[src/hdl/utmdp_pkg.sv]
// Shared types, constants and symbol mapping for the unary machine-description parser.
`default_nettype none

package utmdp_pkg;

    localparam int STATE_COUNT_DEF     = 16;
    localparam int SLOTS_PER_STATE_DEF = 8;
    localparam int TAPE_CELLS_DEF      = 256;

    localparam logic [7:0] SYM_OFFSET = 8'd94;
    localparam logic [7:0] SYM_LIMIT  = 8'd29;

    localparam logic [7:0] CHAR_ZERO  = 8'h30;  // '0'
    localparam logic [7:0] CHAR_ONE   = 8'h31;  // '1'
    localparam logic [7:0] CHAR_BLANK = 8'h5F;  // '_'

    localparam logic [1:0] DIR_NONE  = 2'd0;
    localparam logic [1:0] DIR_LEFT  = 2'd1;
    localparam logic [1:0] DIR_RIGHT = 2'd2;

    typedef enum logic [2:0] {
        KIND_TRANS      = 3'd0,
        KIND_TAPE       = 3'd1,
        KIND_SUMMARY    = 3'd2,
        KIND_BAD_STATE  = 3'd3,
        KIND_SLOTS_FULL = 3'd4,
        KIND_TAPE_FULL  = 3'd5
    } kind_t;

    typedef enum logic [2:0] {
        PH_LEAD  = 3'b001,
        PH_TRANS = 3'b010,
        PH_TAPE  = 3'b100
    } phase_t;

    // Outcome of closing the direction field of one transition
    typedef struct packed {
        kind_t      kind;
        logic [3:0] from_state;
        logic [2:0] slot;
        logic [3:0] to_state;
        logic [7:0] read_symbol;
        logic [7:0] write_symbol;
        logic [1:0] direction;
    } commit_t;

    function automatic logic [7:0] sym_of(input logic [7:0] count);
        logic [7:0] v;
        logic [7:0] s;
        v = count - 8'd1;
        if (v == 8'd0)
            s = CHAR_ZERO;
        else if (v == 8'd1)
            s = CHAR_ONE;
        else if (v == 8'd2)
            s = CHAR_BLANK;
        else if (v < SYM_LIMIT)
            s = v + SYM_OFFSET;
        else
            s = CHAR_BLANK;
        return s;
    endfunction

    function automatic logic [1:0] dir_of(input logic [7:0] count);
        logic [1:0] d;
        if (count == 8'd1)
            d = DIR_LEFT;
        else if (count == 8'd2)
            d = DIR_RIGHT;
        else
            d = DIR_NONE;
        return d;
    endfunction

endpackage

`default_nettype wire

[src/hdl/utmdp_if.sv]
// Valid/ready channel interfaces for description characters and parser results.
`default_nettype none

interface utmdp_in_if;
    logic       valid;
    logic       ready;
    logic [7:0] ch;
    logic       end_of_text;

    modport source (output valid, ch, end_of_text, input ready);
    modport sink   (input valid, ch, end_of_text, output ready);
endinterface

interface utmdp_out_if;
    logic       valid;
    logic       ready;
    logic [2:0] kind;
    logic [3:0] from_state;
    logic [2:0] slot;
    logic [3:0] to_state;
    logic [7:0] read_symbol;
    logic [7:0] write_symbol;
    logic [1:0] direction;
    logic [7:0] tape_index;
    logic [7:0] tape_char;
    logic [4:0] state_count;
    logic [7:0] transition_count;
    logic       last;

    modport source (output valid, kind, from_state, slot, to_state, read_symbol,
                    write_symbol, direction, tape_index, tape_char, state_count,
                    transition_count, last, input ready);
    modport sink   (input valid, kind, from_state, slot, to_state, read_symbol,
                    write_symbol, direction, tape_index, tape_char, state_count,
                    transition_count, last, output ready);
endinterface

`default_nettype wire

[src/hdl/utmdp_commit.sv]
// Transition commit check: state range, slot availability and field mapping.
`default_nettype none

module utmdp_commit import utmdp_pkg::*; #(
    parameter int STATE_COUNT     = STATE_COUNT_DEF,
    parameter int SLOTS_PER_STATE = SLOTS_PER_STATE_DEF,
    localparam int IDX_W = $clog2(STATE_COUNT),
    localparam int SF_W  = $clog2(SLOTS_PER_STATE + 1)
) (
    input  wire logic [7:0]      fields [4],
    input  wire logic [7:0]      zero_count,
    input  wire logic [SF_W-1:0] slot_fill [STATE_COUNT],
    output commit_t              result,
    output logic [IDX_W-1:0]     from_idx,
    output logic [IDX_W-1:0]     to_idx
);

    logic [7:0]      from_full;
    logic [7:0]      to_full;
    logic            bad;
    logic [SF_W-1:0] fill;

    assign from_full = fields[0] - 8'd1;
    assign to_full   = fields[2] - 8'd1;
    assign bad       = (from_full >= 8'(STATE_COUNT)) || (to_full >= 8'(STATE_COUNT));
    assign from_idx  = from_full[IDX_W-1:0];
    assign to_idx    = to_full[IDX_W-1:0];
    assign fill      = bad ? '0 : slot_fill[from_idx];

    always_comb
    begin
        result.from_state   = from_full[3:0];
        result.to_state     = to_full[3:0];
        result.read_symbol  = sym_of(fields[1]);
        result.write_symbol = sym_of(fields[3]);
        result.direction    = dir_of(zero_count);
        result.slot         = 3'd0;
        if (bad)
        begin
            result.kind = KIND_BAD_STATE;
        end
        else if (fill >= SF_W'(SLOTS_PER_STATE))
        begin
            result.kind = KIND_SLOTS_FULL;
        end
        else
        begin
            result.kind = KIND_TRANS;
            result.slot = 3'(fill);
        end
    end

endmodule

`default_nettype wire

[src/hdl/unary_tm_description_parser_core.sv]
// Top level of the unary machine-description parser: input stage, parse state, result register.
//
//   channel  | dir | payload                                          | handshake
//   ---------+-----+--------------------------------------------------+----------
//   chars    | in  | ch, end_of_text                                  | valid/ready
//   results  | out | kind, transition, tape write and summary fields  | valid/ready
//
// One item per cycle sustained while results are taken; an accepted item waits in the input
// register, then reaches the result register. The parse state updates as an item leaves the
// input register, so the only loop is one register deep. Reset (rst_n low, asynchronous)
// returns the parser to expecting the leading character with empty slots. A stalled result
// register holds the input stage; the input register still takes one item while a result waits.
`default_nettype none

module unary_tm_description_parser_core import utmdp_pkg::*; #(
    parameter int STATE_COUNT     = STATE_COUNT_DEF,
    parameter int SLOTS_PER_STATE = SLOTS_PER_STATE_DEF,
    parameter int TAPE_CELLS      = TAPE_CELLS_DEF
) (
    input  wire logic    clk,
    input  wire logic    rst_n,
    utmdp_in_if.sink     chars,
    utmdp_out_if.source  results
);

    localparam int IDX_W = $clog2(STATE_COUNT);
    localparam int SF_W  = $clog2(SLOTS_PER_STATE + 1);
    localparam int UC_W  = $clog2(STATE_COUNT + 1);
    localparam int TP_W  = $clog2(TAPE_CELLS + 1);

    // input stage
    logic       in_valid_reg;
    logic [7:0] ch_reg;
    logic       eot_reg;

    // parse state
    phase_t            phase_reg,      phase_next;
    logic [2:0]        field_idx_reg,  field_idx_next;
    logic [7:0]        zero_cnt_reg,   zero_cnt_next;
    logic [7:0]        fields_reg [4];
    logic [7:0]        fields_next [4];
    logic [1:0]        ones_reg,       ones_next;
    logic [STATE_COUNT-1:0] used_reg,  used_next;
    logic [UC_W-1:0]   used_cnt_reg,   used_cnt_next;
    logic [SF_W-1:0]   slot_fill_reg [STATE_COUNT];
    logic [SF_W-1:0]   slot_fill_next [STATE_COUNT];
    logic [7:0]        total_reg,      total_next;
    logic [TP_W-1:0]   tape_ptr_reg,   tape_ptr_next;

    // result register
    logic       out_valid_reg;
    logic [2:0] kind_reg,         kind_next;
    logic [3:0] from_state_reg,   from_state_next;
    logic [2:0] slot_reg,         slot_next;
    logic [3:0] to_state_reg,     to_state_next;
    logic [7:0] read_sym_reg,     read_sym_next;
    logic [7:0] write_sym_reg,    write_sym_next;
    logic [1:0] direction_reg,    direction_next;
    logic [7:0] tape_index_reg,   tape_index_next;
    logic [7:0] tape_char_reg,    tape_char_next;
    logic [4:0] state_count_reg,  state_count_next;
    logic [7:0] trans_count_reg,  trans_count_next;
    logic       has_result;

    logic            out_free;
    logic            advance;
    logic            go_on;
    logic            new_from;
    logic            new_to;
    commit_t         cres;
    logic [IDX_W-1:0] from_idx;
    logic [IDX_W-1:0] to_idx;

    assign out_free    = !out_valid_reg || results.ready;
    assign advance     = in_valid_reg && out_free;
    assign chars.ready = !in_valid_reg || advance;

    utmdp_commit #(
        .STATE_COUNT     (STATE_COUNT),
        .SLOTS_PER_STATE (SLOTS_PER_STATE)
    ) u_commit (
        .fields     (fields_reg),
        .zero_count (zero_cnt_reg),
        .slot_fill  (slot_fill_reg),
        .result     (cres),
        .from_idx   (from_idx),
        .to_idx     (to_idx)
    );

    assign new_from = !used_reg[from_idx];
    assign new_to   = !used_reg[to_idx] && (to_idx != from_idx);

    always_comb
    begin
        phase_next     = phase_reg;
        field_idx_next = field_idx_reg;
        zero_cnt_next  = zero_cnt_reg;
        fields_next    = fields_reg;
        ones_next      = ones_reg;
        used_next      = used_reg;
        used_cnt_next  = used_cnt_reg;
        slot_fill_next = slot_fill_reg;
        total_next     = total_reg;
        tape_ptr_next  = tape_ptr_reg;

        has_result       = 1'b0;
        kind_next        = KIND_TRANS;
        from_state_next  = 4'd0;
        slot_next        = 3'd0;
        to_state_next    = 4'd0;
        read_sym_next    = 8'd0;
        write_sym_next   = 8'd0;
        direction_next   = 2'd0;
        tape_index_next  = 8'd0;
        tape_char_next   = 8'd0;
        state_count_next = 5'd0;
        trans_count_next = 8'd0;
        go_on            = 1'b1;

        if (advance)
        begin
            if (eot_reg)
            begin
                has_result       = 1'b1;
                kind_next        = KIND_SUMMARY;
                state_count_next = 5'(used_cnt_reg);
                trans_count_next = total_reg;
                // clear everything for the next description
                phase_next     = PH_LEAD;
                field_idx_next = 3'd0;
                zero_cnt_next  = 8'd0;
                for (int i = 0; i < 4; i++)
                    fields_next[i] = 8'd0;
                ones_next      = 2'd0;
                used_next      = '0;
                used_cnt_next  = '0;
                for (int i = 0; i < STATE_COUNT; i++)
                    slot_fill_next[i] = '0;
                total_next     = 8'd0;
                tape_ptr_next  = '0;
            end
            else if (phase_reg == PH_TAPE)
            begin
                has_result      = 1'b1;
                tape_index_next = 8'(tape_ptr_reg);
                tape_char_next  = ch_reg;
                if (tape_ptr_reg == TP_W'(TAPE_CELLS))
                begin
                    kind_next = KIND_TAPE_FULL;
                end
                else
                begin
                    kind_next     = KIND_TAPE;
                    tape_ptr_next = tape_ptr_reg + 1'b1;
                end
            end
            else
            begin
                if (phase_reg == PH_LEAD)
                begin
                    phase_next = PH_TRANS;
                    // skip an optional leading one
                    if (ch_reg == CHAR_ONE)
                        go_on = 1'b0;
                end

                if (go_on && ones_reg != 2'd0)
                begin
                    if (ch_reg == CHAR_ONE)
                    begin
                        go_on = 1'b0;
                        if (ones_reg >= 2'd2)
                        begin
                            phase_next = PH_TAPE;
                            ones_next  = 2'd0;
                        end
                        else
                        begin
                            ones_next = ones_reg + 2'd1;
                        end
                    end
                    else
                    begin
                        ones_next = 2'd0;
                    end
                end

                if (go_on)
                begin
                    if (ch_reg == CHAR_ONE)
                    begin
                        if (field_idx_reg < 3'd4)
                        begin
                            fields_next[field_idx_reg[1:0]] = zero_cnt_reg;
                            field_idx_next = field_idx_reg + 3'd1;
                            zero_cnt_next  = 8'd0;
                        end
                        else
                        begin
                            has_result      = 1'b1;
                            kind_next       = cres.kind;
                            from_state_next = cres.from_state;
                            slot_next       = cres.slot;
                            to_state_next   = cres.to_state;
                            read_sym_next   = cres.read_symbol;
                            write_sym_next  = cres.write_symbol;
                            direction_next  = cres.direction;
                            field_idx_next  = 3'd0;
                            zero_cnt_next   = 8'd0;
                            ones_next       = 2'd1;
                            if (cres.kind == KIND_TRANS)
                            begin
                                slot_fill_next[from_idx] = slot_fill_reg[from_idx] + 1'b1;
                                used_next[from_idx] = 1'b1;
                                used_next[to_idx]   = 1'b1;
                                used_cnt_next = used_cnt_reg + UC_W'(new_from) + UC_W'(new_to);
                                if (total_reg != 8'hFF)
                                    total_next = total_reg + 8'd1;
                            end
                        end
                    end
                    else if (ch_reg == CHAR_ZERO && zero_cnt_reg != 8'hFF)
                    begin
                        zero_cnt_next = zero_cnt_reg + 8'd1;
                    end
                end
            end
        end
    end

    always_ff @(posedge clk or negedge rst_n)
    begin
        if (!rst_n)
        begin
            in_valid_reg  <= 1'b0;
            out_valid_reg <= 1'b0;
            phase_reg     <= PH_LEAD;
            field_idx_reg <= 3'd0;
            zero_cnt_reg  <= 8'd0;
            for (int i = 0; i < 4; i++)
                fields_reg[i] <= 8'd0;
            ones_reg      <= 2'd0;
            used_reg      <= '0;
            used_cnt_reg  <= '0;
            for (int i = 0; i < STATE_COUNT; i++)
                slot_fill_reg[i] <= '0;
            total_reg     <= 8'd0;
            tape_ptr_reg  <= '0;
        end
        else
        begin
            if (chars.valid && chars.ready)
                in_valid_reg <= 1'b1;
            else if (advance)
                in_valid_reg <= 1'b0;

            if (advance)
                out_valid_reg <= has_result;
            else if (results.ready)
                out_valid_reg <= 1'b0;

            phase_reg     <= phase_next;
            field_idx_reg <= field_idx_next;
            zero_cnt_reg  <= zero_cnt_next;
            fields_reg    <= fields_next;
            ones_reg      <= ones_next;
            used_reg      <= used_next;
            used_cnt_reg  <= used_cnt_next;
            slot_fill_reg <= slot_fill_next;
            total_reg     <= total_next;
            tape_ptr_reg  <= tape_ptr_next;
        end
    end

    // payload registers: load input on accept, result on advance
    always_ff @(posedge clk)
    begin
        if (chars.valid && chars.ready)
        begin
            ch_reg  <= chars.ch;
            eot_reg <= chars.end_of_text;
        end
        if (advance)
        begin
            kind_reg        <= kind_next;
            from_state_reg  <= from_state_next;
            slot_reg        <= slot_next;
            to_state_reg    <= to_state_next;
            read_sym_reg    <= read_sym_next;
            write_sym_reg   <= write_sym_next;
            direction_reg   <= direction_next;
            tape_index_reg  <= tape_index_next;
            tape_char_reg   <= tape_char_next;
            state_count_reg <= state_count_next;
            trans_count_reg <= trans_count_next;
        end
    end

    assign results.valid            = out_valid_reg;
    assign results.kind             = kind_reg;
    assign results.from_state       = from_state_reg;
    assign results.slot             = slot_reg;
    assign results.to_state         = to_state_reg;
    assign results.read_symbol      = read_sym_reg;
    assign results.write_symbol     = write_sym_reg;
    assign results.direction        = direction_reg;
    assign results.tape_index       = tape_index_reg;
    assign results.tape_char        = tape_char_reg;
    assign results.state_count      = state_count_reg;
    assign results.transition_count = trans_count_reg;
    assign results.last             = 1'b1;

endmodule

`default_nettype wire

[src/flat_wrapper.sv]
// flat-port wrapper written by rule: the top's interface ports become plain ports
module unary_tm_description_parser_core_flat import utmdp_pkg::*;
#(
    parameter int STATE_COUNT     = STATE_COUNT_DEF,
    parameter int SLOTS_PER_STATE = SLOTS_PER_STATE_DEF,
    parameter int TAPE_CELLS      = TAPE_CELLS_DEF
)
  (clk, rst_n, chars_valid, chars_ch, chars_end_of_text, chars_ready, results_valid, results_kind, results_from_state, results_slot, results_to_state, results_read_symbol, results_write_symbol, results_direction, results_tape_index, results_tape_char, results_state_count, results_transition_count, results_last, results_ready);
  utmdp_in_if chars_i ();
  utmdp_out_if results_i ();
  input  wire logic clk;
  input  wire logic rst_n;
  input wire logic [$bits(chars_i.valid)-1:0] chars_valid;
  input wire logic [$bits(chars_i.ch)-1:0] chars_ch;
  input wire logic [$bits(chars_i.end_of_text)-1:0] chars_end_of_text;
  output wire logic [$bits(chars_i.ready)-1:0] chars_ready;
  output wire logic [$bits(results_i.valid)-1:0] results_valid;
  output wire logic [$bits(results_i.kind)-1:0] results_kind;
  output wire logic [$bits(results_i.from_state)-1:0] results_from_state;
  output wire logic [$bits(results_i.slot)-1:0] results_slot;
  output wire logic [$bits(results_i.to_state)-1:0] results_to_state;
  output wire logic [$bits(results_i.read_symbol)-1:0] results_read_symbol;
  output wire logic [$bits(results_i.write_symbol)-1:0] results_write_symbol;
  output wire logic [$bits(results_i.direction)-1:0] results_direction;
  output wire logic [$bits(results_i.tape_index)-1:0] results_tape_index;
  output wire logic [$bits(results_i.tape_char)-1:0] results_tape_char;
  output wire logic [$bits(results_i.state_count)-1:0] results_state_count;
  output wire logic [$bits(results_i.transition_count)-1:0] results_transition_count;
  output wire logic [$bits(results_i.last)-1:0] results_last;
  input wire logic [$bits(results_i.ready)-1:0] results_ready;
  assign chars_i.valid = chars_valid;
  assign chars_i.ch = chars_ch;
  assign chars_i.end_of_text = chars_end_of_text;
  assign chars_ready = chars_i.ready;
  assign results_valid = results_i.valid;
  assign results_kind = results_i.kind;
  assign results_from_state = results_i.from_state;
  assign results_slot = results_i.slot;
  assign results_to_state = results_i.to_state;
  assign results_read_symbol = results_i.read_symbol;
  assign results_write_symbol = results_i.write_symbol;
  assign results_direction = results_i.direction;
  assign results_tape_index = results_i.tape_index;
  assign results_tape_char = results_i.tape_char;
  assign results_state_count = results_i.state_count;
  assign results_transition_count = results_i.transition_count;
  assign results_last = results_i.last;
  assign results_i.ready = results_ready;
  unary_tm_description_parser_core #(.STATE_COUNT(STATE_COUNT), .SLOTS_PER_STATE(SLOTS_PER_STATE), .TAPE_CELLS(TAPE_CELLS)) u_core (.clk(clk), .rst_n(rst_n), .chars(chars_i), .results(results_i));
endmodule
[config.mk]
export PLATFORM = sky130hd
export DESIGN_NAME = unary_tm_description_parser_core_flat
export DESIGN_NICKNAME = d
export VERILOG_FILES = /design/src/hdl/utmdp_pkg.sv /design/src/hdl/utmdp_if.sv /design/src/hdl/utmdp_commit.sv /design/src/hdl/unary_tm_description_parser_core.sv /design/src/flat_wrapper.sv
export SDC_FILE = /design/constraint.sdc
export NUM_CORES = 1
export LEC_CHECK = 0
export ABC_AREA = 1
export CORE_UTILIZATION = 41
export CTS_BUF_LIST = sky130_fd_sc_hd__clkbuf_16
export CTS_CLUSTER_SIZE = 28
export DETAILED_ROUTE_END_ITERATION = 6
export DONT_BUFFER_PORTS = 1
export MAX_ROUTING_LAYER = met4
export PLACE_DENSITY_LB_ADDON = 0.2
export SLEW_MARGIN = 20
export SYNTH_ARGS = -nofsm -noshare
export SYNTH_HDL_FRONTEND = slang
export SYNTH_SLANG_ARGS = --single-unit
[constraint.sdc]
create_clock -name clk -period 3.5 [get_ports clk]
set_input_delay 0.525 -clock clk [delete_from_list [all_inputs] [get_ports clk]]
set_output_delay 0.525 -clock clk [all_outputs]
set_load 0.05 [all_outputs]
==> out/metrics.csv <==
stage,metric,value,unit
power_and_ir_drop,power_density,646.3,nW/um^2
cts,htree_levels,1,
synthesis,ys.flop_type,dfrtp_1,
synthesis,synth_top_cell_by_area,dfrtp_1,
sta,fin_crit_sh,90.70,%
finish,multi_input_area,5288,sq um
sta,tns,0,ns
synthesis,ys.warnings.count,0,
finish,final_cells,1978,
sta,holdWs,-0.3060,ns
critical_path,critical_path_arrival,3.64,ns
synthesis,synth_edf_count,70,
sta,fmaxAchievable,315.0,MHz
global_routing,first_global_vias,9393,
place,dpl-instance-area,12470,sq um
power_and_ir_drop,switchingPower,0.003397,W
finish,syn_to_final_growth,9.094,%
detailed_routing,drt_pass1_iterations,5,
synthesis,yosysSeqAreaShare,48.51,%
critical_path,crit_buf_inv,4,
synthesis,ys_seq_elements,222,
detailed_routing,wl_per_cell,15.31,um
cts,clock-sinks,222,
sta,maxSlewViolCount,0,
place,detailed_place_hpwl,20970,um
finish,largest_reg_flops,64,
floorplan,initial_core_util,42.08,%
power_and_ir_drop,internal-power,0.005189,W
power_and_ir_drop,p_leak,6.613,nW
critical_path,critical_path.top_delay_family,simple AND/OR/NAND/NOR gates,
detailed_routing,via_per_inst,5.022,
power_and_ir_drop,power.clock.fraction,29.1,%
global_routing,gr-usage-all-layers,20.72,%
power_and_ir_drop,p_sw_share,39.57,%
detailed_routing,antenna_left,0,
run_status,violations,negative hold slack,
detailed_routing,drt_wl_total,30280,um
worst_hold_path,hp-class,in2async,
place,io_buffer_count,0,
sta,final.setup_skew,0.01135,ns
power_and_ir_drop,combPwrFrac,31.1,%
job,maxCapViolations,0,
finish,nNetsFinal,1620,
critical_path,cp_max_fo,42,
cts,clkSlewWorstSetupHoldPaths,0.06,ns
global_routing,grt_max_degree,153,
critical_path,cp_slowest_cell,dfrtp_1,
sta,report.final.setup_viol,0,
power_and_ir_drop,ir_drop,0.4280,mV
synthesis,synth.avg_cell_area,7.687,sq um
finish,drive_gt1_share,5.332,%
run_status,status,"complete, but fails checks",
synthesis,yosysTopAreaCellShare,31.03,%
sta,tightestPinTransition,0.8554,ns
critical_path,worstSetupStartpointType,register,
cts,post_cts_resized,0,
floorplan,fp.dieW,174.3,um
critical_path,crit_path_end_kind,register,
finish,finalInstanceArea,13280,sq um
global_routing,antenna_found_initial,0,
synthesis,yosys.cell_types.count,44,
detailed_routing,drt-initial-drc-count,702,
detailed_routing,drc,0,
place,routabilityCongestion,0.8669,
cts,clkLatencyLatePin,0.54,ns
power_and_ir_drop,power_frac_seq,39.8,%
synthesis,synth_area_leaders,"dfrtp_1 31%, nand2_1 18%, edfxtp_1 17%",
floorplan,ios,77,
cts,cts_tree,built,
cts,cts_buffers,26,
synthesis,async_flop_share,68.47,%
finish,n_antenna_cell,0,
critical_path,cpPeakStageDelay,0.42,ns
detailed_routing,vias,9934,
floorplan,core-area,28940,sq um
global_routing,grt_overflow,0,
power_and_ir_drop,p_total,0.008586,W
place,post-place-cells,1929,
floorplan,fp.dieArea,30390,sq um
critical_path,crit_path_cell_trace,inv_1 > ha_1 > inv_1 > buf_4 > nand3_1 > nand2_1 > nand2_1 > nand2_1 > nand2_1 > nand2_2 > nand2_2 > nand2_4 > nand2_4 > inv_2 > nand3_1 > nand2_1,
global_routing,grt_pass1_wl,49560,um
finish,fillCellCount,2916,
cts,cts_buffer_depth,3,
sta,min_period,3.174,ns
sta,slew_headroom,42.97,%
finish,regArea,5908,sq um
critical_path,crit_type,reg2reg,
critical_path,critPathRequiredTime,3.97,ns
floorplan,rows,62,
floorplan,die_y,174.3,um
sta,rsz0062_at_grt,no,
cts,root_buffer,clkbuf_16,
sta,hold_violations,152,
critical_path,cpMostUsedCell,nand2_1,
synthesis,synthesis.area,12180,sq um
synthesis,postSynthCellCount,1584,
-- power groups by stage --
stage               logic (W)  registers [W]  clock network (W)
floorplan             0.00202        0.00340                  0
global placement      0.00262        0.00345                  0
detailed placement    0.00265        0.00346                  0
CTS                   0.00266        0.00341            0.00258
global route          0.00299        0.00345            0.00267
finish                0.00267        0.00341            0.00250
-- logic make-up (layout without fill, tap and decap cells) --
group,count (synthesis),in the layout,synth area share (%)
compound gates,131,131,6.186
buf+inv,235,244,8.097
other cells,2,3,0.06168
simple gates,932,932,31.55
xor+xnor,29,29,2.148
flops,222,222,48.51
fa+ha+maj,33,33,3.453
-- area by class of cell --
type                            instances  area share, %
Sequential cell                       222          44.48
Clock inverter                         22          1.045
Inverter                              178          5.049
Timing Repair Buffer                   18          1.111
Multi-Input combinational cell       1128          39.80
Tap cell                              384          3.617
Clock buffer                           26          4.898
-- synth_stat cells, drive strengths merged, types with 2 or more instances --
cell    instances
nor3           30
inv           176
xor2           23
o21ai          69
or2             4
nand3          95
o31ai          10
buf            42
nand3b          5
dfrtp         151
o21a            2
nor2          154
clkinv          2
conb            2
nand2         606
nor4            4
ha             32
clkbuf         15
nand4          34
o211ai         18
xnor2           6
edfxtp         70
a21oi          25
-- placed cells by master (no fill, tap or decap), types with 2 or more instances in the layout --
master     Yosys  layout
clkinv_2       0       7
nand3_1       95      95
edfxtp_1      70      70
inv_1        172     175
nand3b_1       5       5
o21ai_1        5       5
o21a_1         2       2
nor2_2         6       6
nor2_1       146     146
ha_1          32      32
nand2_2        7       7
clkbuf_16      0      26
nor4_1         4       4
a21oi_1       25      25
or2_2          4       4
nand4_1       34      34
nand2_4        2       2
conb_1         2       3
xor2_1        22      22
nand2_1      597     597
xnor2_1        6       6
o211ai_1      17      17
clkinv_1       2       9
buf_4          6      17
dfrtp_1      151     150
nor3_1        30      30
o21ai_0       64      64
inv_2          3       4
nor2_4         2       2
o31ai_1       10      10
-- per-layer routing --
metal / vias up / global-route usage (%) / part of all wire, %
li1: 5010 / - / -
met1: 4647 / 28.61 / 48
met2: 222 / 32.42 / 46
met3: 55 / 2.537 / 4.7
met4: 0 / 4.898 / 1.9
met5: - / - / 0
-- worst reg2reg max path, stage by stage, from the launching register on --
cell and delay (ns):
dfrtp_1 0.42, inv_1 0.11, ha_1 0.42, inv_1 0.21
buf_4 0.28, nand3_1 0.12, nand2_1 0.08, nand2_1 0.04
nand2_1 0.08, nand2_1 0.06, nand2_2 0.09, nand2_2 0.07
nand2_4 0.22, nand2_4 0.30, inv_2 0.38, nand3_1 0.14
nand2_1 0.09
-- final timing paths --
check	startpoint	end	slack (ns)	cells after the start
min in group clk	chars_ch[4]	u_core.ch_reg[4]	0.09	0
hold reg to reg	u_core.slot_fill_reg[17]	u_core.slot_fill_reg[17]	0.47	2
max in group asynchronous	rst_n	u_core.fields_reg[24]	3.43	0
setup / recovery	u_core.fields_reg[25]	u_core.slot_fill_reg[21]	0.33	16
setup reg to reg	u_core.fields_reg[25]	u_core.slot_fill_reg[21]	0.33	16
hold / removal	rst_n	u_core.slot_fill_reg[63]	-0.31	0
-- through the flow --
step           util [%]  setup slack [ns]  hold slack (ns)
5_1_grt           45.91           0.02700          -0.3246
2_1_floorplan         -           0.03995           0.2294
3_3_place_gp      43.11            0.4165           0.2370
6_report          45.91            0.3255          -0.3060
4_1_cts           45.84            0.2954          -0.3402
3_5_place_dp      43.11            0.3279           0.2375
-- what timing repair did --
action,in CTS,in global routing
endpoints found under the setup margin,0,14
endpoints found under the hold margin,152,152
buffers inserted,0,1
(Power assumes the default switching activity.)
